## src/hdl/rte_pkg.sv

```systemverilog
// Package for the rotation-to-Euler block: widths, constants, CORDIC table, FSM type.
// No dependencies.
package rte_pkg;
    localparam int CORDIC_STEPS = 16;
    localparam int STEP_W = 5;
    localparam int DW = 36;
    localparam int ZW = 34;
    localparam logic signed [15:0] PI_Q13 = 16'sd25736;
    localparam logic [16:0] INV_GAIN_Q16 = 17'd39797;
    localparam logic [30:0] PI_Q29 = 31'd1686629713;

    typedef enum logic [3:0] {
        ST_IDLE, ST_SY_LOAD, ST_SY_RUN, ST_SY_MAG,
        ST_P_LOAD, ST_P_RUN, ST_R_LOAD, ST_R_RUN,
        ST_Y_LOAD, ST_Y_RUN, ST_STEP, ST_OUT
    } rte_state_t;

    typedef struct packed {
        logic start;
        logic busy;
        logic done;
    } rte_cordic_ctl_t;

    function automatic logic [ZW-1:0] atan_entry(input logic [STEP_W-1:0] i);
        logic [ZW-1:0] t;
        begin
            case (i)
                5'd0: t = 34'h020000000;
                5'd1: t = 34'h012E4051E;
                5'd2: t = 34'h009FB385B;
                5'd3: t = 34'h0051111D4;
                5'd4: t = 34'h0028B0D43;
                5'd5: t = 34'h00145D7E1;
                5'd6: t = 34'h000A2F61E;
                5'd7: t = 34'h000517C55;
                5'd8: t = 34'h00028BE53;
                5'd9: t = 34'h000145F2F;
                5'd10: t = 34'h0000A2F98;
                5'd11: t = 34'h0000517CC;
                5'd12: t = 34'h000028BE6;
                5'd13: t = 34'h0000145F3;
                5'd14: t = 34'h000000A2F9;
                5'd15: t = 34'h00000517C;
                5'd16: t = 34'h0000028BE;
                5'd17: t = 34'h00000145F;
                5'd18: t = 34'h000000A2F;
                5'd19: t = 34'h000000517;
                5'd20: t = 34'h00000028B;
                5'd21: t = 34'h000000145;
                5'd22: t = 34'h0000000A2;
                5'd23: t = 34'h000000051;
                default: t = '0;
            endcase
            return t;
        end
    endfunction
endpackage

```

## src/hdl/rte_if.sv

```systemverilog
// Valid/ready channel interfaces for the rotation-to-Euler block.
// Depends on rte_pkg only through the users.
interface rte_in_if;
    logic valid;
    logic ready;
    logic signed [15:0] r00;
    logic signed [15:0] r10;
    logic signed [15:0] r11;
    logic signed [15:0] r12;
    logic signed [15:0] r20;
    logic signed [15:0] r21;
    logic signed [15:0] r22;
    modport source (output valid, r00, r10, r11, r12, r20, r21, r22, input ready);
    modport sink (input valid, r00, r10, r11, r12, r20, r21, r22, output ready);
endinterface

interface rte_out_if;
    logic valid;
    logic ready;
    logic signed [15:0] roll;
    logic signed [15:0] pitch;
    logic signed [15:0] yaw;
    logic signed [16:0] roll_step;
    logic signed [16:0] pitch_step;
    logic signed [16:0] yaw_step;
    logic singular;
    modport source (output valid, roll, pitch, yaw, roll_step, pitch_step, yaw_step,
                    singular, input ready);
    modport sink (input valid, roll, pitch, yaw, roll_step, pitch_step, yaw_step,
                  singular, output ready);
endinterface

interface rte_cfg_if;
    logic valid;
    logic ready;
    logic [15:0] data;
    modport source (output valid, data, input ready);
    modport sink (input valid, data, output ready);
endinterface

```

## src/hdl/rotation_to_euler_with_increments.sv

```systemverilog
// Rotation matrix to XYZ Euler angles with frame-to-frame increments.
// Accepts one request at a time. The sy, pitch, roll and yaw vectoring passes
// run one after another on the one shared CORDIC unit. A pass is a load state
// and a run state that waits for the CORDIC done flag; when both operands are
// zero the CORDIC flags done without iterating. Ready also stays low through
// the sy scaling state and the wrap state. On the gimbal-lock branch the yaw
// pass is skipped. A finished result sits in the output register until taken.
// Any output stall adds to the busy time. The block then returns to idle,
// where it takes the next request.
// Depends on rte_pkg, rte_if and rte_cordic.
module rotation_to_euler_with_increments
    import rte_pkg::*;
(
    input  logic       clk,
    input  logic       rst_n,
    rte_in_if.sink     in_ch,
    rte_out_if.source  out_ch,
    rte_cfg_if.sink    cfg
);
    rte_state_t state_reg, state_next;
    logic [15:0] thr_reg;
    logic signed [15:0] r00_reg, r10_reg, r11_reg, r12_reg, r20_reg, r21_reg, r22_reg;
    logic [15:0] sy_reg;
    logic        sing_reg;
    logic signed [15:0] roll_reg, pitch_reg, yaw_reg;
    logic signed [15:0] last_roll_reg, last_pitch_reg, last_yaw_reg;
    logic        last_valid_reg;
    logic signed [16:0] droll_reg, dpitch_reg, dyaw_reg;
    logic        out_valid_reg;

    logic        cstart;
    logic signed [17:0] cx, cy;
    rte_cordic_ctl_t cctl;
    logic signed [ZW-1:0] cz;
    logic [DW-1:0] cxo;
    logic signed [15:0] ang_q13;
    logic [15:0] sy_val;
    logic [53:0] magp;
    logic [32:0] zabs;
    logic [63:0] qp;
    logic [16:0] qm;

    rte_cordic u_cordic (
        .clk(clk), .rst_n(rst_n), .start(cstart), .x_in(cx), .y_in(cy),
        .ctl(cctl), .z_out(cz), .x_out(cxo)
    );

    // Binary angle to Q3.13 with half-away rounding and saturation.
    always_comb
    begin
        zabs = cz[ZW-1] ? 33'(-cz) : 33'(cz);
        qp = 64'(zabs) * 64'(PI_Q29) + (64'd1 << 46);
        qm = (qp[63:47] > 17'(PI_Q13)) ? 17'(PI_Q13) : qp[63:47];
        ang_q13 = cz[ZW-1] ? -16'(qm) : 16'(qm);
        magp = 54'(cxo[36-1:0]) * 54'(INV_GAIN_Q16) + (54'd1 << 23);
        sy_val = 16'(magp[53:24]);
    end

    function automatic logic signed [16:0] wrap_step(input logic signed [15:0] p,
                                                      input logic signed [15:0] c);
        logic signed [18:0] v1, v2, pa, ca, a1, a2, r;
        begin
            v1 = 19'(p) - 19'(c);
            pa = p[15] ? -19'(PI_Q13) - 19'(p) : 19'(PI_Q13) - 19'(p);
            ca = c[15] ? -19'(PI_Q13) - 19'(c) : 19'(PI_Q13) - 19'(c);
            v2 = pa - ca;
            a1 = v1[18] ? -v1 : v1;
            a2 = v2[18] ? -v2 : v2;
            if (p[15] == c[15] || a1 < a2)
                r = v1;
            else
                r = v2;
            if (r < -19'sd65536)
                r = -19'sd65536;
            else if (r > 19'sd65535)
                r = 19'sd65535;
            return r[16:0];
        end
    endfunction

    // Next-state sequencing.
    always_comb
    begin
        state_next = state_reg;
        case (state_reg)
            ST_IDLE:    if (in_ch.valid && in_ch.ready) state_next = ST_SY_LOAD;
            ST_SY_LOAD: state_next = ST_SY_RUN;
            ST_SY_RUN:  if (cctl.done) state_next = ST_SY_MAG;
            ST_SY_MAG:  state_next = ST_P_LOAD;
            ST_P_LOAD:  state_next = ST_P_RUN;
            ST_P_RUN:   if (cctl.done) state_next = ST_R_LOAD;
            ST_R_LOAD:  state_next = ST_R_RUN;
            ST_R_RUN:   if (cctl.done) state_next = sing_reg ? ST_STEP : ST_Y_LOAD;
            ST_Y_LOAD:  state_next = ST_Y_RUN;
            ST_Y_RUN:   if (cctl.done) state_next = ST_STEP;
            ST_STEP:    state_next = ST_OUT;
            ST_OUT:     if (out_ch.ready) state_next = ST_IDLE;
            default:    state_next = ST_IDLE;
        endcase
    end

    // Operand selection for the shared CORDIC.
    always_comb
    begin
        cstart = 1'b0;
        cx = 18'(r00_reg);
        cy = 18'(r10_reg);
        case (state_reg)
            ST_SY_LOAD: cstart = 1'b1;
            ST_P_LOAD:
            begin
                cstart = 1'b1;
                cx = 18'($signed({1'b0, sy_reg}));
                cy = -18'(r20_reg);
            end
            ST_R_LOAD:
            begin
                cstart = 1'b1;
                cx = sing_reg ? 18'(r11_reg) : 18'(r22_reg);
                cy = sing_reg ? 18'(r12_reg) : 18'(r21_reg);
            end
            ST_Y_LOAD: cstart = 1'b1;
            default: cstart = 1'b0;
        endcase
    end

    always_ff @(posedge clk or negedge rst_n)
    begin
        if (!rst_n)
        begin
            state_reg <= ST_IDLE;
            thr_reg <= 16'd1;
            last_valid_reg <= 1'b0;
            last_roll_reg <= '0;
            last_pitch_reg <= '0;
            last_yaw_reg <= '0;
            out_valid_reg <= 1'b0;
        end
        else
        begin
            state_reg <= state_next;
            if (cfg.valid && cfg.ready)
                thr_reg <= cfg.data;
            if (state_reg == ST_STEP)
            begin
                // Advance the history and raise the result.
                last_roll_reg <= roll_reg;
                last_pitch_reg <= pitch_reg;
                last_yaw_reg <= yaw_reg;
                last_valid_reg <= 1'b1;
                out_valid_reg <= 1'b1;
            end
            else if (state_reg == ST_OUT && out_ch.ready)
                out_valid_reg <= 1'b0;
        end
    end

    always_ff @(posedge clk)
    begin
        if (in_ch.valid && in_ch.ready)
        begin
            r00_reg <= in_ch.r00;
            r10_reg <= in_ch.r10;
            r11_reg <= in_ch.r11;
            r12_reg <= in_ch.r12;
            r20_reg <= in_ch.r20;
            r21_reg <= in_ch.r21;
            r22_reg <= in_ch.r22;
        end
        if (state_reg == ST_SY_MAG)
        begin
            sy_reg <= sy_val;
            sing_reg <= (sy_val < thr_reg);
            yaw_reg <= '0;
        end
        if (state_reg == ST_P_RUN && cctl.done)
            pitch_reg <= ang_q13;
        if (state_reg == ST_R_RUN && cctl.done)
            roll_reg <= ang_q13;
        if (state_reg == ST_Y_RUN && cctl.done)
            yaw_reg <= ang_q13;
        if (state_reg == ST_STEP)
        begin
            droll_reg <= last_valid_reg ? wrap_step(last_roll_reg, roll_reg) : '0;
            dpitch_reg <= last_valid_reg ? wrap_step(last_pitch_reg, pitch_reg) : '0;
            dyaw_reg <= last_valid_reg ? wrap_step(last_yaw_reg, yaw_reg) : '0;
        end
    end

    assign in_ch.ready = (state_reg == ST_IDLE);
    assign cfg.ready = 1'b1;
    assign out_ch.valid = out_valid_reg;
    assign out_ch.roll = roll_reg;
    assign out_ch.pitch = pitch_reg;
    assign out_ch.yaw = yaw_reg;
    assign out_ch.roll_step = droll_reg;
    assign out_ch.pitch_step = dpitch_reg;
    assign out_ch.yaw_step = dyaw_reg;
    assign out_ch.singular = sing_reg;
endmodule

```

## src/hdl/rte_cordic.sv

```systemverilog
// Shared iterative CORDIC vectoring unit: one micro-rotation per cycle.
// Depends on rte_pkg (table, widths, control struct).
module rte_cordic
    import rte_pkg::*;
(
    input  logic                  clk,
    input  logic                  rst_n,
    input  logic                  start,
    input  logic signed [17:0]    x_in,
    input  logic signed [17:0]    y_in,
    output rte_cordic_ctl_t       ctl,
    output logic signed [ZW-1:0]  z_out,
    output logic [DW-1:0]         x_out
);
    logic signed [DW-1:0] x_reg, x_next;
    logic signed [DW-1:0] y_reg, y_next;
    logic signed [ZW-1:0] z_reg, z_next;
    logic [STEP_W-1:0]    i_reg, i_next;
    logic                 busy_reg, busy_next;
    logic                 done_reg, done_next;
    logic signed [DW-1:0] dx, dy, xs, ys;

    always_comb
    begin
        x_next = x_reg;
        y_next = y_reg;
        z_next = z_reg;
        i_next = i_reg;
        busy_next = busy_reg;
        done_next = 1'b0;
        dx = y_reg >>> i_reg;
        dy = x_reg >>> i_reg;
        xs = DW'(x_in) <<< 8;
        ys = DW'(y_in) <<< 8;
        if (start)
        begin
            i_next = '0;
            if (x_in == 0 && y_in == 0)
            begin
                x_next = '0;
                y_next = '0;
                z_next = '0;
                done_next = 1'b1;
                busy_next = 1'b0;
            end
            else if (x_in < 0)
            begin
                x_next = -xs;
                y_next = -ys;
                z_next = (y_in >= 0) ? ZW'(64'sh80000000) : -ZW'(64'sh80000000);
                busy_next = 1'b1;
            end
            else
            begin
                x_next = xs;
                y_next = ys;
                z_next = '0;
                busy_next = 1'b1;
            end
        end
        else if (busy_reg)
        begin
            if (y_reg >= 0)
            begin
                x_next = x_reg + dx;
                y_next = y_reg - dy;
                z_next = z_reg + $signed(atan_entry(i_reg));
            end
            else
            begin
                x_next = x_reg - dx;
                y_next = y_reg + dy;
                z_next = z_reg - $signed(atan_entry(i_reg));
            end
            i_next = i_reg + 1'b1;
            if (32'(i_reg) == CORDIC_STEPS - 1)
            begin
                busy_next = 1'b0;
                done_next = 1'b1;
            end
        end
    end

    always_ff @(posedge clk or negedge rst_n)
    begin
        if (!rst_n)
        begin
            busy_reg <= 1'b0;
            done_reg <= 1'b0;
            i_reg <= '0;
        end
        else
        begin
            busy_reg <= busy_next;
            done_reg <= done_next;
            i_reg <= i_next;
        end
    end

    always_ff @(posedge clk)
    begin
        x_reg <= x_next;
        y_reg <= y_next;
        z_reg <= z_next;
    end

    assign ctl.start = start;
    assign ctl.busy = busy_reg;
    assign ctl.done = done_reg;
    assign z_out = z_reg;
    assign x_out = x_reg;
endmodule

```

## src/flat_wrapper.sv

```systemverilog
// flat-port wrapper written by rule: the top's interface ports become plain ports
module rotation_to_euler_with_increments_flat import rte_pkg::*;
  (clk, rst_n, in_ch_valid, in_ch_r00, in_ch_r10, in_ch_r11, in_ch_r12, in_ch_r20, in_ch_r21, in_ch_r22, in_ch_ready, out_ch_valid, out_ch_roll, out_ch_pitch, out_ch_yaw, out_ch_roll_step, out_ch_pitch_step, out_ch_yaw_step, out_ch_singular, out_ch_ready, cfg_valid, cfg_data, cfg_ready);
  rte_in_if in_ch_i ();
  rte_out_if out_ch_i ();
  rte_cfg_if cfg_i ();
  input  logic clk;
  input  logic rst_n;
  input wire logic [$bits(in_ch_i.valid)-1:0] in_ch_valid;
  input wire logic [$bits(in_ch_i.r00)-1:0] in_ch_r00;
  input wire logic [$bits(in_ch_i.r10)-1:0] in_ch_r10;
  input wire logic [$bits(in_ch_i.r11)-1:0] in_ch_r11;
  input wire logic [$bits(in_ch_i.r12)-1:0] in_ch_r12;
  input wire logic [$bits(in_ch_i.r20)-1:0] in_ch_r20;
  input wire logic [$bits(in_ch_i.r21)-1:0] in_ch_r21;
  input wire logic [$bits(in_ch_i.r22)-1:0] in_ch_r22;
  output wire logic [$bits(in_ch_i.ready)-1:0] in_ch_ready;
  output wire logic [$bits(out_ch_i.valid)-1:0] out_ch_valid;
  output wire logic [$bits(out_ch_i.roll)-1:0] out_ch_roll;
  output wire logic [$bits(out_ch_i.pitch)-1:0] out_ch_pitch;
  output wire logic [$bits(out_ch_i.yaw)-1:0] out_ch_yaw;
  output wire logic [$bits(out_ch_i.roll_step)-1:0] out_ch_roll_step;
  output wire logic [$bits(out_ch_i.pitch_step)-1:0] out_ch_pitch_step;
  output wire logic [$bits(out_ch_i.yaw_step)-1:0] out_ch_yaw_step;
  output wire logic [$bits(out_ch_i.singular)-1:0] out_ch_singular;
  input wire logic [$bits(out_ch_i.ready)-1:0] out_ch_ready;
  input wire logic [$bits(cfg_i.valid)-1:0] cfg_valid;
  input wire logic [$bits(cfg_i.data)-1:0] cfg_data;
  output wire logic [$bits(cfg_i.ready)-1:0] cfg_ready;
  assign in_ch_i.valid = in_ch_valid;
  assign in_ch_i.r00 = in_ch_r00;
  assign in_ch_i.r10 = in_ch_r10;
  assign in_ch_i.r11 = in_ch_r11;
  assign in_ch_i.r12 = in_ch_r12;
  assign in_ch_i.r20 = in_ch_r20;
  assign in_ch_i.r21 = in_ch_r21;
  assign in_ch_i.r22 = in_ch_r22;
  assign in_ch_ready = in_ch_i.ready;
  assign out_ch_valid = out_ch_i.valid;
  assign out_ch_roll = out_ch_i.roll;
  assign out_ch_pitch = out_ch_i.pitch;
  assign out_ch_yaw = out_ch_i.yaw;
  assign out_ch_roll_step = out_ch_i.roll_step;
  assign out_ch_pitch_step = out_ch_i.pitch_step;
  assign out_ch_yaw_step = out_ch_i.yaw_step;
  assign out_ch_singular = out_ch_i.singular;
  assign out_ch_i.ready = out_ch_ready;
  assign cfg_i.valid = cfg_valid;
  assign cfg_i.data = cfg_data;
  assign cfg_ready = cfg_i.ready;
  rotation_to_euler_with_increments u_core (.clk(clk), .rst_n(rst_n), .in_ch(in_ch_i), .out_ch(out_ch_i), .cfg(cfg_i));
endmodule
```

## config.mk

```make
export PLATFORM = sky130hd
export DESIGN_NAME = rotation_to_euler_with_increments_flat
export DESIGN_NICKNAME = d
export VERILOG_FILES = /design/src/hdl/rte_pkg.sv /design/src/hdl/rte_if.sv /design/src/hdl/rotation_to_euler_with_increments.sv /design/src/hdl/rte_cordic.sv /design/src/flat_wrapper.sv
export SDC_FILE = /design/constraint.sdc
export NUM_CORES = 2
export LEC_CHECK = 0
export BUFFER_PORTS_ARGS = -buffer_cell sky130_fd_sc_hd__buf_2
export CAP_MARGIN = 20
export CELL_PAD_IN_SITES_DETAIL_PLACEMENT = 1
export CELL_PAD_IN_SITES_GLOBAL_PLACEMENT = 1
export CORE_MARGIN = 2
export CORE_UTILIZATION = 51
export CTS_CLUSTER_SIZE = 40
export DETAILED_ROUTE_END_ITERATION = 8
export PLACE_DENSITY_LB_ADDON = 0.1
export SYNTH_ARGS = -nofsm -noshare
export SYNTH_HDL_FRONTEND = slang
export SYNTH_SLANG_ARGS = --single-unit
```

## constraint.sdc

```tcl
create_clock -name clk -period 14.3 [get_ports clk]
set_clock_uncertainty 0.15 [all_clocks]
set_input_delay 4.29 -clock clk [delete_from_list [all_inputs] [get_ports clk]]
set_output_delay 4.29 -clock clk [all_outputs]
set_load 0.05 [all_outputs]
```

==> run_results.csv <==
group,metric,value,unit
clock_tree,htreeDepth,2,
layout,layout_commonest_cell,"inv_1",
layout,drive_gt1_share,8.64,%
clock_tree,cts_tree,"built",
global_routing,first_global_vias,55100,
floorplanning,top_level_ports,236,
place,pre_cts_slack,1.08,ns
sta,slew_headroom,18.9,%
floorplanning,initial_core_util,51.5,%
sta,timing.fmax,75.5,MHz
run_status,status,"completed",
place,dp_hpwl,169000,µm
layout,layout_common_cells,"1032 x inv_1, 902 x ha_1, 557 x fa_1",
clock_tree,clock_path_buffers,3,
drt,dr_total_vias,51600,
setup_path,cp-start-kind,"register",
drt,viasPerCell,5.93,
sta,hold_viol_final,0,
floorplanning,die_height,358,µm
clock_tree,cts_buffers,54,
sta,setup_slack,1.06,ns
global_routing,overflow,0,
synth,synthFlopType,"edfxtp_1",
synth,netlist_area,63900,µm²
synth,yosysWarnings,0,
floorplanning,fp.dieW,358,µm
clock_tree,cts_hold_buf,0,
global_routing,grt_max_degree,93,
setup_path,end_kind,"register",
sta,fin_crit_sh,92.6,%
synth,syn_inst,6825,
sta,tns,0,ns
drt,drc,0,
layout,nets,8607,
drt,wl_per_cell,23.4,µm
synth,ys_types,101,
synth,async_flop_share,18.7,%
setup_path,crit_path_top_delay_cell,"nor2_1",
drt,ant_nets,0,
global_routing,grt_usage,31.8,%
clock_tree,clock-sinks,411,
clock_tree,cts_resized,0,
layout,syn_to_final_growth,7.85,%
global_routing,grt_pass1_wl,316000,µm
sta,tightest_slew,1.22,ns
clock_tree,clk_pin_slew,0.07,ns
setup_path,required,14.66,ns
place,gp_congestion,0.957,
global_routing,antenna_found_initial,6,
synth,synth-edff-count,334,
drt,wirelength,204000,µm
synth,syn_avg_cell_area,9.36,µm²
setup_path,crit_arrival,13.60,ns
synth,ys_ff_latch,411,
place,place.port_buffers,234,
synth,yosysSeqAreaShare,18.7,%
sta,rsz0062_at_grt,"false",
setup_path,criticalPathCategory,"reg2reg",
floorplanning,rows,129,
sta,slew_violations,0,
floorplanning,core_region_area,124000,µm²
clock_tree,insertion_delay,0.72,ns
clock_tree,postCtsSetupBuffers,0,
worst_hold_path,min_path_type,"reg2reg",
floorplanning,die-area,128000,µm²
drt,dr.pass1.iters,6,
drt,drt_iter0_markers,2825,
setup_path,crit_path_max_fanout,16,
sta,final.min_clock_period,13.24,ns
sta,setup_viol,0,
setup_path,slowest_delay,0.74,ns
clock_tree,cts-root-buf,"clkbuf_16",
run,drv_cap,0,
[per-stage QoR]
stage	instance area, µm²	std cells	hold slack (ns)	utilization [%]
after floorplan	63900	6833	0.319	-
after global placement	67000	8591	0.314	54.0
after detailed placement	67000	8592	0.345	54.0
after CTS	68900	8693	0.356	55.6
after global routing	68900	8698	0.388	55.6
final	68900	8701	0.355	55.6
[per-layer routing]
layer,up-vias,GRT usage [%],wire [µm]
met3,355,3.26,8650
li1,24000,-,-
met2,1262,55.7,101000
met4,6,11.2,7860
met1,26000,40.7,86200
met5,-,0,40
[worst max-delay path: cells and delay by family (launching register included)]
kind,cells,cell delay [ns]
xor+xnor,2,0.77
simple gates,16,4.80
flops,1,0.50
fa+ha+maj,10,4.06
buf+inv,4,0.67
compound gates,6,2.05
[final timing paths]
check / startpoint / endpoint / slack, ns / cells past startpoint
max in group asynchronous: rst_n / u_core.last_valid_reg / 9.36 / 2
min in group asynchronous: rst_n / u_core.thr_reg[11] / 3.38 / 1
worst min register to register: u_core.out_ch.valid / u_core.out_ch.valid / 0.35 / 1
worst max-delay path: u_core.u_cordic.z_out[15] / u_core.out_ch.yaw[12] / 1.06 / 38
worst max register to register: u_core.u_cordic.z_out[15] / u_core.out_ch.yaw[12] / 1.06 / 38
worst min-delay path: u_core.out_ch.valid / u_core.out_ch.valid / 0.35 / 1
[logic make-up after synthesis]
family          count (synthesis)  share of synthesized area [%]
simple gates                 1475                           11.0
fa+ha+maj                    1460                           35.1
compound gates               1426                           13.9
buf+inv                      1219                           7.28
xor+xnor                      573                           7.88
flops                         411                           18.7
mux                           259                           6.07
other cells                     2                         0.0118
[final cells by class]
cell class / instances / area, µm²
fill: 14200 / 55000
multi-input combinational: 5203 / 47400
sequential: 411 / 12000
inverter: 1042 / 3910
tap: 1637 / 2050
timing repair buffer: 303 / 1700
clock buffer: 74 / 1470
clock inverter: 27 / 424
antenna: 4 / 10.0
[cells in the mapped netlist, types with 51 or more instances]
| cell type | count | share of area [%] |
|---|---|---|
| nand2_1 | 418 | 2.5 |
| mux2i_1 | 102 | 1.6 |
| a21o_1 | 145 | 1.7 |
| dfrtp_1 | 76 | 3.0 |
| nor3_1 | 99 | 0.78 |
| o21ai_0 | 386 | 3.0 |
| nor2_1 | 430 | 2.5 |
| fa_1 | 557 | 17 |
| nand2b_1 | 85 | 0.83 |
| nor2b_1 | 57 | 0.56 |
| mux4_2 | 97 | 3.4 |
| ha_1 | 902 | 18 |
| inv_1 | 1032 | 6.1 |
| clkbuf_1 | 126 | 0.74 |
| xor2_1 | 204 | 2.8 |
| a21oi_1 | 396 | 3.1 |
| o21a_1 | 70 | 0.82 |
| o31ai_1 | 51 | 0.60 |
| nand3_1 | 99 | 0.78 |
| xnor2_1 | 368 | 5.0 |
| a211oi_1 | 51 | 0.60 |
| edfxtp_1 | 334 | 16 |
| mux2_2 | 55 | 0.97 |
Power is left out: the tool's default activity adds up to more than one toggle a clock period on the data nets, which glitch-free logic cannot reach.
